File: src/design/alp_pkg.sv
`default_nettype none

package alp_pkg;

   localparam int BYTE_W     = 8;
   localparam int USEC_W     = 20;
   localparam int VALUE_W    = 32;
   localparam int COUNTER_W  = 16;
   localparam int CC_W       = 4;
   localparam int PROD_W     = COUNTER_W + USEC_W;
   localparam int TOFF_W     = PROD_W + 1;
   localparam int CHAN_NUM_W = 3;
   localparam int MAX_CHAN   = 8;
   localparam int MASK_W     = 8;
   localparam int CSR_IDX_W  = 2;
   localparam int CSR_DATA_W = 20;

   localparam logic [BYTE_W-1:0] HASH_CHAR  = 8'h23;
   localparam logic [BYTE_W-1:0] COMMA_CHAR = 8'h2C;
   localparam logic [CC_W-1:0]   CC_MAX     = 4'hF;

   localparam logic signed [TOFF_W-1:0] FAR_LIMIT_USEC  = 37'sd900000;
   localparam logic signed [TOFF_W-1:0] NEAR_START_USEC = 37'sd100000;
   localparam logic signed [TOFF_W-1:0] SECOND_USEC     = 37'sd1000000;

   localparam logic [USEC_W-1:0] PERIOD_RESET = 20'd10000;

   localparam logic [1:0] LS_GOOD     = 2'd0;
   localparam logic [1:0] LS_BAD_SUM  = 2'd1;
   localparam logic [1:0] LS_NO_COMMA = 2'd2;

   localparam logic KIND_VALUE  = 1'b0;
   localparam logic KIND_STATUS = 1'b1;

   typedef enum logic [CSR_IDX_W-1:0] {
      CSR_CHECKSUM_ENABLE = 2'd0,
      CSR_PPS_LOCKED      = 2'd1,
      CSR_SAMPLE_PERIOD   = 2'd2,
      CSR_CHANNEL_MASK    = 2'd3
   } alp_csr_type;

   typedef struct packed {
      logic                 ok;
      logic [3:0]           digit;
   } alp_hex_type;

   typedef struct packed {
      logic                 start;
      logic                 pps;
      logic [COUNTER_W-1:0] counter;
      logic [USEC_W-1:0]    period;
      logic [USEC_W-1:0]    arrival;
   } alp_time_req_type;

   function automatic alp_hex_type hex_decode(input logic [BYTE_W-1:0] b);
      alp_hex_type h;
      h.ok    = 1'b1;
      h.digit = 4'd0;
      if (b >= 8'h30 && b <= 8'h39) begin
         h.digit = 4'(b - 8'h30);
      end else if (b >= 8'h61 && b <= 8'h66) begin
         h.digit = 4'(b - 8'h57);
      end else if (b >= 8'h41 && b <= 8'h46) begin
         h.digit = 4'(b - 8'h37);
      end else begin
         h.ok = 1'b0;
      end
      return h;
   endfunction

endpackage

`default_nettype wire

File: src/design/alp_req_if.sv
`default_nettype none

interface alp_req_if import alp_pkg::*; ();
   logic              valid;
   logic              ready;
   logic [BYTE_W-1:0] line_byte;
   logic              end_of_line;
   logic [USEC_W-1:0] arrival_usec;

   modport source (output valid, line_byte, end_of_line, arrival_usec, input ready);
   modport sink (input valid, line_byte, end_of_line, arrival_usec, output ready);
endinterface

`default_nettype wire

File: src/design/alp_rsp_if.sv
`default_nettype none

interface alp_rsp_if import alp_pkg::*; ();
   logic                     valid;
   logic                     ready;
   logic                     item_kind;
   logic [CHAN_NUM_W-1:0]    channel_number;
   logic [VALUE_W-1:0]       channel_value;
   logic                     value_valid;
   logic [1:0]               line_status;
   logic [COUNTER_W-1:0]     line_counter;
   logic signed [TOFF_W-1:0] time_offset_usec;
   logic                     last_of_line;

   modport source (output valid, item_kind, channel_number, channel_value, value_valid,
                   line_status, line_counter, time_offset_usec, last_of_line,
                   input ready);
   modport sink (input valid, item_kind, channel_number, channel_value, value_valid,
                 line_status, line_counter, time_offset_usec, last_of_line,
                 output ready);
endinterface

`default_nettype wire

File: src/design/alp_chan_mem.sv
`default_nettype none

module alp_chan_mem import alp_pkg::*; #(
   parameter int DEPTH  = 8,
   parameter int ADDR_W = 3
) (
   input  logic               clock,
   input  logic               wr_en,
   input  logic [ADDR_W-1:0]  wr_addr,
   input  logic [VALUE_W-1:0] wr_data,
   input  logic               rd_en,
   input  logic [ADDR_W-1:0]  rd_addr,
   output logic [VALUE_W-1:0] rd_data
);

   logic [VALUE_W-1:0] mem [DEPTH];
   logic [VALUE_W-1:0] rd_data_ff;

   always_ff @(posedge clock) begin
      if (wr_en) begin
         mem[wr_addr] <= wr_data;
      end
      if (rd_en) begin
         rd_data_ff <= mem[rd_addr];
      end
   end

   assign rd_data = rd_data_ff;

endmodule

`default_nettype wire

File: src/design/alp_time_calc.sv
`default_nettype none

module alp_time_calc import alp_pkg::*; (
   input  logic                     clock,
   input  logic                     reset,
   input  alp_time_req_type         req,
   output logic                     done,
   output logic signed [TOFF_W-1:0] toff
);

   logic                     stage_ff;
   logic                     done_ff;
   logic [PROD_W-1:0]        product_ff;
   logic                     pps_ff;
   logic [USEC_W-1:0]        arrival_ff;
   logic signed [TOFF_W-1:0] toff_ff;
   logic signed [TOFF_W-1:0] toff_in;
   logic signed [TOFF_W-1:0] prod_s;
   logic signed [TOFF_W-1:0] arr_s;
   logic signed [TOFF_W-1:0] diff;
   logic                     far;

   always_ff @(posedge clock) begin
      if (reset) begin
         stage_ff <= 1'b0;
         done_ff  <= 1'b0;
      end else begin
         stage_ff <= req.start;
         done_ff  <= stage_ff;
      end
   end

   always_ff @(posedge clock) begin
      if (req.start) begin
         product_ff <= PROD_W'(req.counter) * PROD_W'(req.period);
         pps_ff     <= req.pps;
         arrival_ff <= req.arrival;
      end
      if (stage_ff) begin
         toff_ff <= toff_in;
      end
   end

   always_comb begin
      prod_s  = signed'({1'b0, product_ff});
      arr_s   = signed'(TOFF_W'(arrival_ff));
      diff    = arr_s - prod_s;
      far     = (diff > FAR_LIMIT_USEC) || (diff < -FAR_LIMIT_USEC);
      toff_in = arr_s;
      if (pps_ff) begin
         toff_in = prod_s;
         if (far && arr_s > FAR_LIMIT_USEC) begin
            toff_in = prod_s + SECOND_USEC;
         end else if (far && arr_s < NEAR_START_USEC) begin
            toff_in = prod_s - SECOND_USEC;
         end
      end
   end

   assign done = done_ff;
   assign toff = toff_ff;

endmodule

`default_nettype wire

File: src/design/ascii_adc_line_parser.sv
// ASCII ADC line parser.
// req_ch carries one character of a '#counter,v0,v1,...,checksum' line per
// transfer, with end_of_line on its last character and arrival_usec sampled there.
// rsp_ch delivers, for a good data line, one value item per enabled channel
// (channel order) and then a status item with last_of_line set; a line with a
// bad checksum or no comma gives only the status item. Other lines give nothing.
// csr_we/csr_index/csr_wdata write the four control registers; the user is to
// write them while idle, as the block itself does not enforce this.
// Throughput: one character per cycle inside a line. At line end the block holds
// req_ch.ready low through the multiply and time correction, the walk over the
// channel slots with channel memory reads, and the status item.
// A stalled rsp_ch holds the pending item in the output register and the
// sequencer waits; the last status item may wait there while the next line
// streams in.
// Reset (synchronous) restores register defaults, clears line state and
// leaves the block waiting for a line start. The channel memory needs no clear.
`default_nettype none

module ascii_adc_line_parser import alp_pkg::*; #(
   parameter int NUM_CHANNELS = 8
) (
   input  logic                  clock,
   input  logic                  reset,
   alp_req_if.sink               req_ch,
   alp_rsp_if.source             rsp_ch,
   input  logic                  csr_we,
   input  logic [CSR_IDX_W-1:0]  csr_index,
   input  logic [CSR_DATA_W-1:0] csr_wdata
);

   localparam int LIVE  = (NUM_CHANNELS < MAX_CHAN) ? NUM_CHANNELS : MAX_CHAN;
   localparam int IDX_W = (LIVE > 1) ? $clog2(LIVE) : 1;

   typedef enum logic [4:0] {
      S_IDLE = 5'b00001,
      S_TIME = 5'b00010,
      S_READ = 5'b00100,
      S_EMIT = 5'b01000,
      S_STAT = 5'b10000
   } state_type;

   // control registers
   logic              checksum_enable_ff;
   logic              pps_locked_ff;
   logic [USEC_W-1:0] period_ff;
   logic [MASK_W-1:0] mask_ff;

   // line state
   logic [BYTE_W-1:0]    running_sum_ff, running_sum_in;
   logic [BYTE_W-1:0]    sbl_ff, sbl_in;
   logic [VALUE_W-1:0]   field_acc_ff, field_acc_in;
   logic                 has_digit_ff, has_digit_in;
   logic                 field_done_ff, field_done_in;
   logic [CC_W-1:0]      cc_ff, cc_in;
   logic                 line_is_data_ff, line_is_data_in;
   logic                 at_line_start_ff, at_line_start_in;
   logic [COUNTER_W-1:0] counter_ff, counter_in;
   logic [LIVE-1:0]      written_ff, written_in;
   logic [USEC_W-1:0]    arrival_ff, arrival_in;
   logic [1:0]           status_ff, status_in;
   logic                 start_ff, start_in;

   state_type            state_ff, state_in;
   logic [IDX_W-1:0]     chan_ff, chan_in;

   logic                 rsp_valid_ff, rsp_valid_in;
   logic                 rsp_kind_ff;
   logic [CHAN_NUM_W-1:0] rsp_chan_ff;
   logic [VALUE_W-1:0]   rsp_value_ff;
   logic                 rsp_vvalid_ff;
   logic [1:0]           rsp_status_ff;
   logic [COUNTER_W-1:0] rsp_counter_ff;
   logic signed [TOFF_W-1:0] rsp_toff_ff;

   logic                 req_acc;
   logic                 comma_hit;
   logic                 line_end;
   alp_hex_type          hex;
   logic [VALUE_W-1:0]   src_acc;
   logic                 src_has;
   logic [CC_W-1:0]      src_cc;
   logic [CC_W-1:0]      src_idx;
   logic                 mem_we;
   logic [IDX_W-1:0]     mem_waddr;
   logic                 mem_re;
   logic [VALUE_W-1:0]   mem_rdata;
   logic                 slot_free;
   logic                 chan_last;
   logic                 load_value;
   logic                 load_status;
   alp_time_req_type     time_req;
   logic                 time_done;
   logic signed [TOFF_W-1:0] time_toff;

   assign req_acc      = req_ch.valid && req_ch.ready;
   assign req_ch.ready = (state_ff == S_IDLE);
   assign hex          = hex_decode(req_ch.line_byte);
   assign comma_hit    = req_acc && !at_line_start_ff && line_is_data_ff
                         && (req_ch.line_byte == COMMA_CHAR);

   // control register writes
   always_ff @(posedge clock) begin
      if (reset) begin
         checksum_enable_ff <= 1'b1;
         pps_locked_ff      <= 1'b0;
         period_ff          <= PERIOD_RESET;
         mask_ff            <= '0;
      end else if (csr_we) begin
         unique case (alp_csr_type'(csr_index))
            CSR_CHECKSUM_ENABLE: checksum_enable_ff <= csr_wdata[0];
            CSR_PPS_LOCKED:      pps_locked_ff      <= csr_wdata[0];
            CSR_SAMPLE_PERIOD:   period_ff          <= csr_wdata[USEC_W-1:0];
            CSR_CHANNEL_MASK:    mask_ff            <= csr_wdata[MASK_W-1:0];
         endcase
      end
   end

   // character parsing
   always_comb begin
      running_sum_in   = running_sum_ff;
      sbl_in           = sbl_ff;
      field_acc_in     = field_acc_ff;
      has_digit_in     = has_digit_ff;
      field_done_in    = field_done_ff;
      cc_in            = cc_ff;
      line_is_data_in  = line_is_data_ff;
      at_line_start_in = at_line_start_ff;
      counter_in       = counter_ff;
      written_in       = written_ff;
      arrival_in       = arrival_ff;
      status_in        = status_ff;
      line_end         = 1'b0;
      mem_we           = 1'b0;

      if (req_acc) begin
         if (at_line_start_ff) begin
            at_line_start_in = 1'b0;
            line_is_data_in  = (req_ch.line_byte == HASH_CHAR);
            running_sum_in   = line_is_data_in ? req_ch.line_byte : '0;
            sbl_in           = '0;
            cc_in            = '0;
            counter_in       = '0;
            written_in       = '0;
            field_acc_in     = '0;
            has_digit_in     = 1'b0;
            field_done_in    = 1'b0;
         end else if (line_is_data_ff) begin
            running_sum_in = running_sum_ff + req_ch.line_byte;
            if (comma_hit) begin
               sbl_in        = running_sum_ff;
               cc_in         = (cc_ff != CC_MAX) ? cc_ff + 1'b1 : cc_ff;
               field_acc_in  = '0;
               has_digit_in  = 1'b0;
               field_done_in = 1'b0;
            end else if (!field_done_ff) begin
               if (!hex.ok) begin
                  field_done_in = 1'b1;
               end else begin
                  field_acc_in = (field_acc_ff[VALUE_W-1 -: 4] != 4'd0) ? '1
                                 : {field_acc_ff[VALUE_W-5:0], hex.digit};
                  has_digit_in = 1'b1;
               end
            end
         end
         if (req_ch.end_of_line) begin
            at_line_start_in = 1'b1;
            line_end         = line_is_data_in;
            arrival_in       = req_ch.arrival_usec;
         end
      end

      // commit the field that a comma or the line end closes
      if (comma_hit) begin
         src_acc = field_acc_ff;
         src_has = has_digit_ff;
         src_cc  = cc_ff;
      end else begin
         src_acc = field_acc_in;
         src_has = has_digit_in;
         src_cc  = cc_in;
      end
      src_idx   = src_cc - 1'b1;
      mem_waddr = src_idx[IDX_W-1:0];
      if (comma_hit || line_end) begin
         if (src_cc == '0) begin
            counter_in = !src_has ? '0
                         : (src_acc[VALUE_W-1:COUNTER_W] != '0) ? '1
                         : src_acc[COUNTER_W-1:0];
         end else if (src_has && src_idx < CC_W'(LIVE)) begin
            mem_we                = 1'b1;
            written_in[mem_waddr] = 1'b1;
         end
      end

      if (line_end) begin
         status_in = LS_GOOD;
         if (checksum_enable_ff) begin
            if (cc_in == '0) begin
               status_in = LS_NO_COMMA;
            end else if (!has_digit_in
                         || field_acc_in != {{(VALUE_W-BYTE_W){1'b0}}, sbl_in}) begin
               status_in = LS_BAD_SUM;
            end
         end
      end
   end

   // result sequencing
   assign slot_free = !rsp_valid_ff || rsp_ch.ready;
   assign chan_last = (chan_ff == IDX_W'(LIVE - 1));

   always_comb begin
      state_in    = state_ff;
      chan_in     = chan_ff;
      start_in    = 1'b0;
      mem_re      = 1'b0;
      load_value  = 1'b0;
      load_status = 1'b0;
      unique case (state_ff)
         S_IDLE: begin
            if (line_end) begin
               start_in = 1'b1;
               state_in = S_TIME;
            end
         end
         S_TIME: begin
            if (time_done) begin
               chan_in  = '0;
               state_in = (status_ff == LS_GOOD) ? S_READ : S_STAT;
            end
         end
         S_READ: begin
            if (mask_ff[chan_ff]) begin
               mem_re   = 1'b1;
               state_in = S_EMIT;
            end else if (chan_last) begin
               state_in = S_STAT;
            end else begin
               chan_in = chan_ff + 1'b1;
            end
         end
         S_EMIT: begin
            if (slot_free) begin
               load_value = 1'b1;
               if (chan_last) begin
                  state_in = S_STAT;
               end else begin
                  chan_in  = chan_ff + 1'b1;
                  state_in = S_READ;
               end
            end
         end
         S_STAT: begin
            if (slot_free) begin
               load_status = 1'b1;
               state_in    = S_IDLE;
            end
         end
         default: state_in = S_IDLE;
      endcase
      rsp_valid_in = (rsp_valid_ff && !rsp_ch.ready) || load_value || load_status;
   end

   always_ff @(posedge clock) begin
      if (reset) begin
         running_sum_ff   <= '0;
         sbl_ff           <= '0;
         field_acc_ff     <= '0;
         has_digit_ff     <= 1'b0;
         field_done_ff    <= 1'b0;
         cc_ff            <= '0;
         line_is_data_ff  <= 1'b0;
         at_line_start_ff <= 1'b1;
         counter_ff       <= '0;
         written_ff       <= '0;
         status_ff        <= LS_GOOD;
         start_ff         <= 1'b0;
         state_ff         <= S_IDLE;
         chan_ff          <= '0;
         rsp_valid_ff     <= 1'b0;
      end else begin
         running_sum_ff   <= running_sum_in;
         sbl_ff           <= sbl_in;
         field_acc_ff     <= field_acc_in;
         has_digit_ff     <= has_digit_in;
         field_done_ff    <= field_done_in;
         cc_ff            <= cc_in;
         line_is_data_ff  <= line_is_data_in;
         at_line_start_ff <= at_line_start_in;
         counter_ff       <= counter_in;
         written_ff       <= written_in;
         status_ff        <= status_in;
         start_ff         <= start_in;
         state_ff         <= state_in;
         chan_ff          <= chan_in;
         rsp_valid_ff     <= rsp_valid_in;
      end
   end

   always_ff @(posedge clock) begin
      arrival_ff <= arrival_in;
      if (load_value) begin
         rsp_kind_ff    <= KIND_VALUE;
         rsp_chan_ff    <= CHAN_NUM_W'(chan_ff);
         rsp_value_ff   <= written_ff[chan_ff] ? mem_rdata : '0;
         rsp_vvalid_ff  <= written_ff[chan_ff];
         rsp_status_ff  <= LS_GOOD;
         rsp_counter_ff <= '0;
         rsp_toff_ff    <= '0;
      end else if (load_status) begin
         rsp_kind_ff    <= KIND_STATUS;
         rsp_chan_ff    <= '0;
         rsp_value_ff   <= '0;
         rsp_vvalid_ff  <= 1'b0;
         rsp_status_ff  <= status_ff;
         rsp_counter_ff <= counter_ff;
         rsp_toff_ff    <= time_toff;
      end
   end

   assign time_req.start   = start_ff;
   assign time_req.pps     = pps_locked_ff;
   assign time_req.counter = counter_ff;
   assign time_req.period  = period_ff;
   assign time_req.arrival = arrival_ff;

   alp_time_calc u_time (
      .clock (clock),
      .reset (reset),
      .req   (time_req),
      .done  (time_done),
      .toff  (time_toff)
   );

   alp_chan_mem #(
      .DEPTH  (LIVE),
      .ADDR_W (IDX_W)
   ) u_mem (
      .clock   (clock),
      .wr_en   (mem_we),
      .wr_addr (mem_waddr),
      .wr_data (src_acc),
      .rd_en   (mem_re),
      .rd_addr (chan_ff),
      .rd_data (mem_rdata)
   );

   assign rsp_ch.valid            = rsp_valid_ff;
   assign rsp_ch.item_kind        = rsp_kind_ff;
   assign rsp_ch.channel_number   = rsp_chan_ff;
   assign rsp_ch.channel_value    = rsp_value_ff;
   assign rsp_ch.value_valid      = rsp_vvalid_ff;
   assign rsp_ch.line_status      = rsp_status_ff;
   assign rsp_ch.line_counter     = rsp_counter_ff;
   assign rsp_ch.time_offset_usec = rsp_toff_ff;
   assign rsp_ch.last_of_line     = rsp_kind_ff;

   a_last_is_status: assert property (@(posedge clock) disable iff (reset)
      rsp_ch.valid |-> (rsp_ch.last_of_line == (rsp_ch.item_kind == KIND_STATUS)))
      else $error("last_of_line disagrees with item kind");

   a_value_only_good: assert property (@(posedge clock) disable iff (reset)
      (rsp_ch.valid && rsp_ch.item_kind == KIND_VALUE) |-> (status_ff == LS_GOOD))
      else $error("value item for a line with bad status");

   a_write_while_idle: assert property (@(posedge clock) disable iff (reset)
      mem_we |-> (state_ff == S_IDLE))
      else $error("channel memory write outside line parsing");

   a_time_done_wait: assert property (@(posedge clock) disable iff (reset)
      time_done |-> (state_ff == S_TIME))
      else $error("time result arrived while not waiting for it");

   a_start_to_done: assert property (@(posedge clock) disable iff (reset)
      start_ff |-> ##2 time_done)
      else $error("time unit latency broken");

endmodule

`default_nettype wire
File: src/flat_wrapper.sv
// flat-port wrapper written by rule: the top's interface ports become plain ports
module ascii_adc_line_parser_flat import alp_pkg::*;
#(
   parameter int NUM_CHANNELS = 8
)
  (clock, reset, csr_we, csr_index, csr_wdata, req_ch_valid, req_ch_line_byte, req_ch_end_of_line, req_ch_arrival_usec, req_ch_ready, rsp_ch_valid, rsp_ch_item_kind, rsp_ch_channel_number, rsp_ch_channel_value, rsp_ch_value_valid, rsp_ch_line_status, rsp_ch_line_counter, rsp_ch_time_offset_usec, rsp_ch_last_of_line, rsp_ch_ready);
  alp_req_if req_ch_i ();
  alp_rsp_if rsp_ch_i ();
  input  logic clock;
  input  logic reset;
  input  logic csr_we;
  input  logic [CSR_IDX_W-1:0] csr_index;
  input  logic [CSR_DATA_W-1:0] csr_wdata;
  input wire logic [$bits(req_ch_i.valid)-1:0] req_ch_valid;
  input wire logic [$bits(req_ch_i.line_byte)-1:0] req_ch_line_byte;
  input wire logic [$bits(req_ch_i.end_of_line)-1:0] req_ch_end_of_line;
  input wire logic [$bits(req_ch_i.arrival_usec)-1:0] req_ch_arrival_usec;
  output wire logic [$bits(req_ch_i.ready)-1:0] req_ch_ready;
  output wire logic [$bits(rsp_ch_i.valid)-1:0] rsp_ch_valid;
  output wire logic [$bits(rsp_ch_i.item_kind)-1:0] rsp_ch_item_kind;
  output wire logic [$bits(rsp_ch_i.channel_number)-1:0] rsp_ch_channel_number;
  output wire logic [$bits(rsp_ch_i.channel_value)-1:0] rsp_ch_channel_value;
  output wire logic [$bits(rsp_ch_i.value_valid)-1:0] rsp_ch_value_valid;
  output wire logic [$bits(rsp_ch_i.line_status)-1:0] rsp_ch_line_status;
  output wire logic [$bits(rsp_ch_i.line_counter)-1:0] rsp_ch_line_counter;
  output wire logic [$bits(rsp_ch_i.time_offset_usec)-1:0] rsp_ch_time_offset_usec;
  output wire logic [$bits(rsp_ch_i.last_of_line)-1:0] rsp_ch_last_of_line;
  input wire logic [$bits(rsp_ch_i.ready)-1:0] rsp_ch_ready;
  assign req_ch_i.valid = req_ch_valid;
  assign req_ch_i.line_byte = req_ch_line_byte;
  assign req_ch_i.end_of_line = req_ch_end_of_line;
  assign req_ch_i.arrival_usec = req_ch_arrival_usec;
  assign req_ch_ready = req_ch_i.ready;
  assign rsp_ch_valid = rsp_ch_i.valid;
  assign rsp_ch_item_kind = rsp_ch_i.item_kind;
  assign rsp_ch_channel_number = rsp_ch_i.channel_number;
  assign rsp_ch_channel_value = rsp_ch_i.channel_value;
  assign rsp_ch_value_valid = rsp_ch_i.value_valid;
  assign rsp_ch_line_status = rsp_ch_i.line_status;
  assign rsp_ch_line_counter = rsp_ch_i.line_counter;
  assign rsp_ch_time_offset_usec = rsp_ch_i.time_offset_usec;
  assign rsp_ch_last_of_line = rsp_ch_i.last_of_line;
  assign rsp_ch_i.ready = rsp_ch_ready;
  ascii_adc_line_parser #(.NUM_CHANNELS(NUM_CHANNELS)) u_core (.clock(clock), .reset(reset), .req_ch(req_ch_i), .rsp_ch(rsp_ch_i), .csr_we(csr_we), .csr_index(csr_index), .csr_wdata(csr_wdata));
endmodule
File: config.mk
export PLATFORM = sky130hd
export DESIGN_NAME = ascii_adc_line_parser_flat
export DESIGN_NICKNAME = d
export VERILOG_FILES = /design/src/design/alp_pkg.sv /design/src/design/alp_req_if.sv /design/src/design/alp_rsp_if.sv /design/src/design/alp_chan_mem.sv /design/src/design/alp_time_calc.sv /design/src/design/ascii_adc_line_parser.sv /design/src/flat_wrapper.sv
export SDC_FILE = /design/constraint.sdc
export NUM_CORES = 2
export LEC_CHECK = 0
export BUFFER_PORTS_ARGS = -buffer_cell sky130_fd_sc_hd__buf_2
export CAP_MARGIN = 20
export CELL_PAD_IN_SITES_DETAIL_PLACEMENT = 1
export CELL_PAD_IN_SITES_GLOBAL_PLACEMENT = 1
export CORE_MARGIN = 2
export CORE_UTILIZATION = 30
export DETAILED_ROUTE_END_ITERATION = 16
export HOLD_SLACK_MARGIN = 0.05
export PLACE_DENSITY = 0.52
export SKIP_LAST_GASP = 1
export SYNTH_ARGS = -nofsm -noshare
export SYNTH_HDL_FRONTEND = slang
export SYNTH_SLANG_ARGS = --single-unit
export TNS_END_PERCENT = 50
File: constraint.sdc
create_clock -name clock -period 9.7 [get_ports clock]
set_input_delay 0.485 -clock clock [delete_from_list [all_inputs] [get_ports clock]]
set_output_delay 0.485 -clock clock [all_outputs]
set_load 0.05 [all_outputs]
==> summary.txt <==
CTS
  – Clk sinks: 618
  – Clock tree from TritonCTS: done
  – Number of buffers added to fix hold violations after cts: 29
  – Postcts setup bufs: 0
  – Clock root buffer: clkbuf_16
  – Total of cells resized after clock tree synthesis: 0
  – CTS HTree Levels: 3
  – Clock latency of the later-clocked register in the worst-skew pair: 660 ps
  – Number of buffers created by CTS: 76
  – Maximum buffer depth of the clock tree: 3
  – Clock-pin slew reported for the worst setup and hold paths after clock tree synthesis: 50 ps

STA
  – Final critical path time including I/O delays and setup: 7520 ps
  – Min Hold Slack: 101 ps
  – Slew at the pin closest to its max-slew limit: 1140 ps
  – Maximum clock rate: 133 MHz
  – Worst Slack Setup Final: 2180 ps
  – Fin. max-slew vios: 0
  – Hold Fails Final Rpt: 0
  – Final Setup Violations: 0
  – Slew HR: 23.8%
  – Tcrit/Tclk final: 77.6%
  – RSZ-0062 raised after global routing: no
  – Final worst clock skew: 48.5 ps
  – Post-route setup TNS: 0 ps

Critical path
  – CP Max Fanout: 22
  – CP arrival: 7930 ps
  – CP peak stage delay: 960 ps
  – Startpoint-to-endpoint class of the critical path: reg2reg
  – Req. time, crit path: 10110 ps
  – Cell-by-cell listing of the critical path: nand2_1 -> fa_1 -> fa_1 -> fa_1 -> fa_1 -> inv_1 -> fa_1 -> inv_1 -> fa_1 -> inv_1 -> ha_1 -> a2111oi_0 -> o31ai_1 -> or4_1 -> nand3_1 -> a31oi_1 -> a31oi_1 -> o21ai_0 -> a21oi_1 -> xnor2_1
  – Number of cells on the worst reg-to-reg path: 20
  – Critical path launch point type: flop
  – Cell type with the highest occurrence count on the critical path: fa_1
  – Standard cell with the maximum stage delay on the critical path: dfxtp_1
  – Worst Setup End Kind: flop

Status
  – Outcome: finished, final reports clean

Synth
  – Share of the synthesized area in compound gates (AO/OA/AOI/OAI): 8.93%
  – Ys flop type: edfxtp_1
  – Count of distinct cell types in the synthesized netlist: 84
  – Combinational family with the most area after synthesis: adder cells
  – Gate Count Post-Synth: 3367
  – Netlist area before placement: 0.0370 mm²
  – Post-synthesis share of cell area spent on and, or, nand and nor gates: 14.2%
  – Xor and xnor fraction of the mapped netlist area: 1.63%
  – Top cells by area, synth: edfxtp_1 (36%), fa_1 (14%), dfxtp_1 (9.7%)
  – Post-Synth Adder-Cell Area: 18.6%
  – Library cell with the largest summed area after synthesis: edfxtp_1
  – Async set-or-reset flop fraction in the synthesized netlist: 0%
  – Area fraction of the dominant cell type after synthesis: 35.5%
  – Proportion of synthesized area in mux cells: 6.15%
  – Post-synthesis sequential area ratio: 45.2%
  – Yosys warning count: 0
  – Most repeated cell in the gate-level netlist after synthesis: nand2_1
  – Number of synthesized flops with an enable pin: 438
  – Post-synthesis average cell area: 11.0 µm²
  – Top cell types by occurrence after synthesis: nand2_1 (474), edfxtp_1 (438), inv_1 (331), fa_1 (252), a21oi_1 (221)
  – Nets in the synthesized netlist: 3821
  – Flip-flop and latch count after synthesis: 618

Pwr
  – Proportion of total power due to net switching: 22.2%
  – Comb pwr share: 2.5%
  – Power share of the sequential group: 47.9%
  – Cell area power density: 139 mW/mm²
  – Internal Power: 0.00459 W
  – Peak ir drop on the vdd network: 110 µV
  – Pleak: 16.6 nW
  – Psw: 0.00131 W
  – Post-layout total power: 0.00590 W
  – Fraction of power consumed by the clock network: 49.6%

Drt
  – Drt first pass iters: 5
  – Count of antenna-violating nets left after detailed routing: 0
  – Number of vias per cell: 4.92
  – First-iteration detailed-routing DRC count: 1359
  – Wirelength per Cell: 21.6 µm
  – Overall routed net length: 112000 µm
  – Routed via count: 25500
  – Residual DRC count: 0

Final layout
  – Total area of sequential cells: 0.0168 mm²
  – Count of nets after finishing: 3957
  – Layout overhead on the synthesized area: 14.9%
  – Layout cells sized above 1: 13.2%
  – Finished Layout Cells: 5190
  – Fillers: 13400
  – Total area of multi-input combinational cells: 0.0184 mm²

Floorplan
  – Height of the die: 355 µm
  – Starting density of the core: 30.3%
  – Horizontal extent of the die: 355 µm
  – Number of cell rows: 128
  – Core region area: 0.122 mm²
  – Area of the die: 0.126 mm²
  – # IOs: 151

GRT
  – Antenna violations before repair: 8
  – First-pass GRT wire length: 173000 µm
  – Aggregate global-route resource usage: 17.9%
  – Number of global-route vias before repair: 27000
  – Total grt overflow: 0
  – Largest net degree at the start of global routing: 80

Placement
  – HPWL Detailed: 79500 µm
  – Setup slack at placement: 2140 ps
  – Final estimated routing congestion in global placement: 0.811
  – Number of placed instances, taps included: 5019
  – Number of I/O port buffers: 150

Hold path
  – Min-delay worst type: in2reg
  – Cell count of the worst hold path: 3

Flow run
  – Count of maximum capacitance violations: 0
## layout by cell type (no fill, tap or decap), types with 146 or more instances in the layout
master	count
and2_1	194
a21oi_1	221
ha_1	146
dfxtp_1	175
fa_1	252
nand2_1	473
edfxtp_1	438
buf_2	149
nor2_1	162
inv_1	331
## registers in the layout (all words and copies together) (netlist names), 20 cells and up
register	count
u_core.u_time.toff	37
u_core.field_acc_ff	32
u_core.u_time.arrival_ff	20
u_core.rsp_ch.channel_value	32
u_core.u_mem.rd_data	32
u_core.rsp_ch.time_offset_usec	37
u_core.period_ff	20
u_core.u_time.product_ff	36
u_core.u_mem.mem	256
u_core.arrival_ff	20
## critical path: cells and delay by family, from the launching register on
| family | cells | cell delay [ps] |
|---|---|---|
| buf+inv | 3 | 170 |
| flops | 1 | 960 |
| compound gates | 6 | 1840 |
| fa+ha+maj | 7 | 3360 |
| xor+xnor | 1 | 80 |
| simple gates | 3 | 910 |
## per-stage QoR
| step | instance area [µm²] | util (%) |
|---|---|---|
| CTS | 42500 | 34.8 |
| finish | 42600 | 34.8 |
| detailed placement | 39600 | 32.4 |
| global route | 42600 | 34.8 |
| floorplan | 37000 | - |
| global placement | 39600 | 32.4 |
## power by group through the flow
stage	Clock, W	Combinational, W	Sequential (W)
final	0.00292	0.000146	0.00283
after global routing	0.00311	0.000161	0.00283
after CTS	0.00301	0.000148	0.00283
after detailed placement	0	0.000138	0.00288
after global placement	0	0.000138	0.00288
after floorplan	0	0.0000805	0.00287
## final timing paths
check / slack, ps / from / endpoint
setup reg to reg: 2180 / u_core.counter_ff[3] / u_core.u_time.product_ff[35]
hold reg to reg: 420 / u_core.arrival_ff[17] / u_core.u_time.arrival_ff[17]
setup / recovery: 2180 / u_core.counter_ff[3] / u_core.u_time.product_ff[35]
hold / removal: 100 / csr_wdata[10] / u_core.period_ff[10]
## routing by layer
metal  vias to the layer above  track usage, %  routed length [µm]
li1                      11900               -                   -
met1                     13100            26.3               54800
met2                       432            28.2               50800
met3                       110            2.12                4310
met4                         0            4.11                2150
met5                         -               0                   0
## cells by family after synthesis
| group | count (synthesis) |
|---|---|
| XOR/XNOR | 69 |
| AND/OR/NAND/NOR | 1100 |
| AO/OA/AOI/OAI | 534 |
| multiplexers | 138 |
| buffers and inverters | 509 |
| flip-flops | 618 |
| adder cells (fa/ha/maj) | 399 |
## final cells by class
cell class	instances	area share, %
multi-input combinational	2240	43.3
sequential	618	39.4
clock buffer	102	5.06
tap	1625	4.78
timing repair buffer	236	3.52
inverter	331	2.92
clock inverter	37	1.05
antenna	1	0.00588
Power figures use the tool's default switching activity.
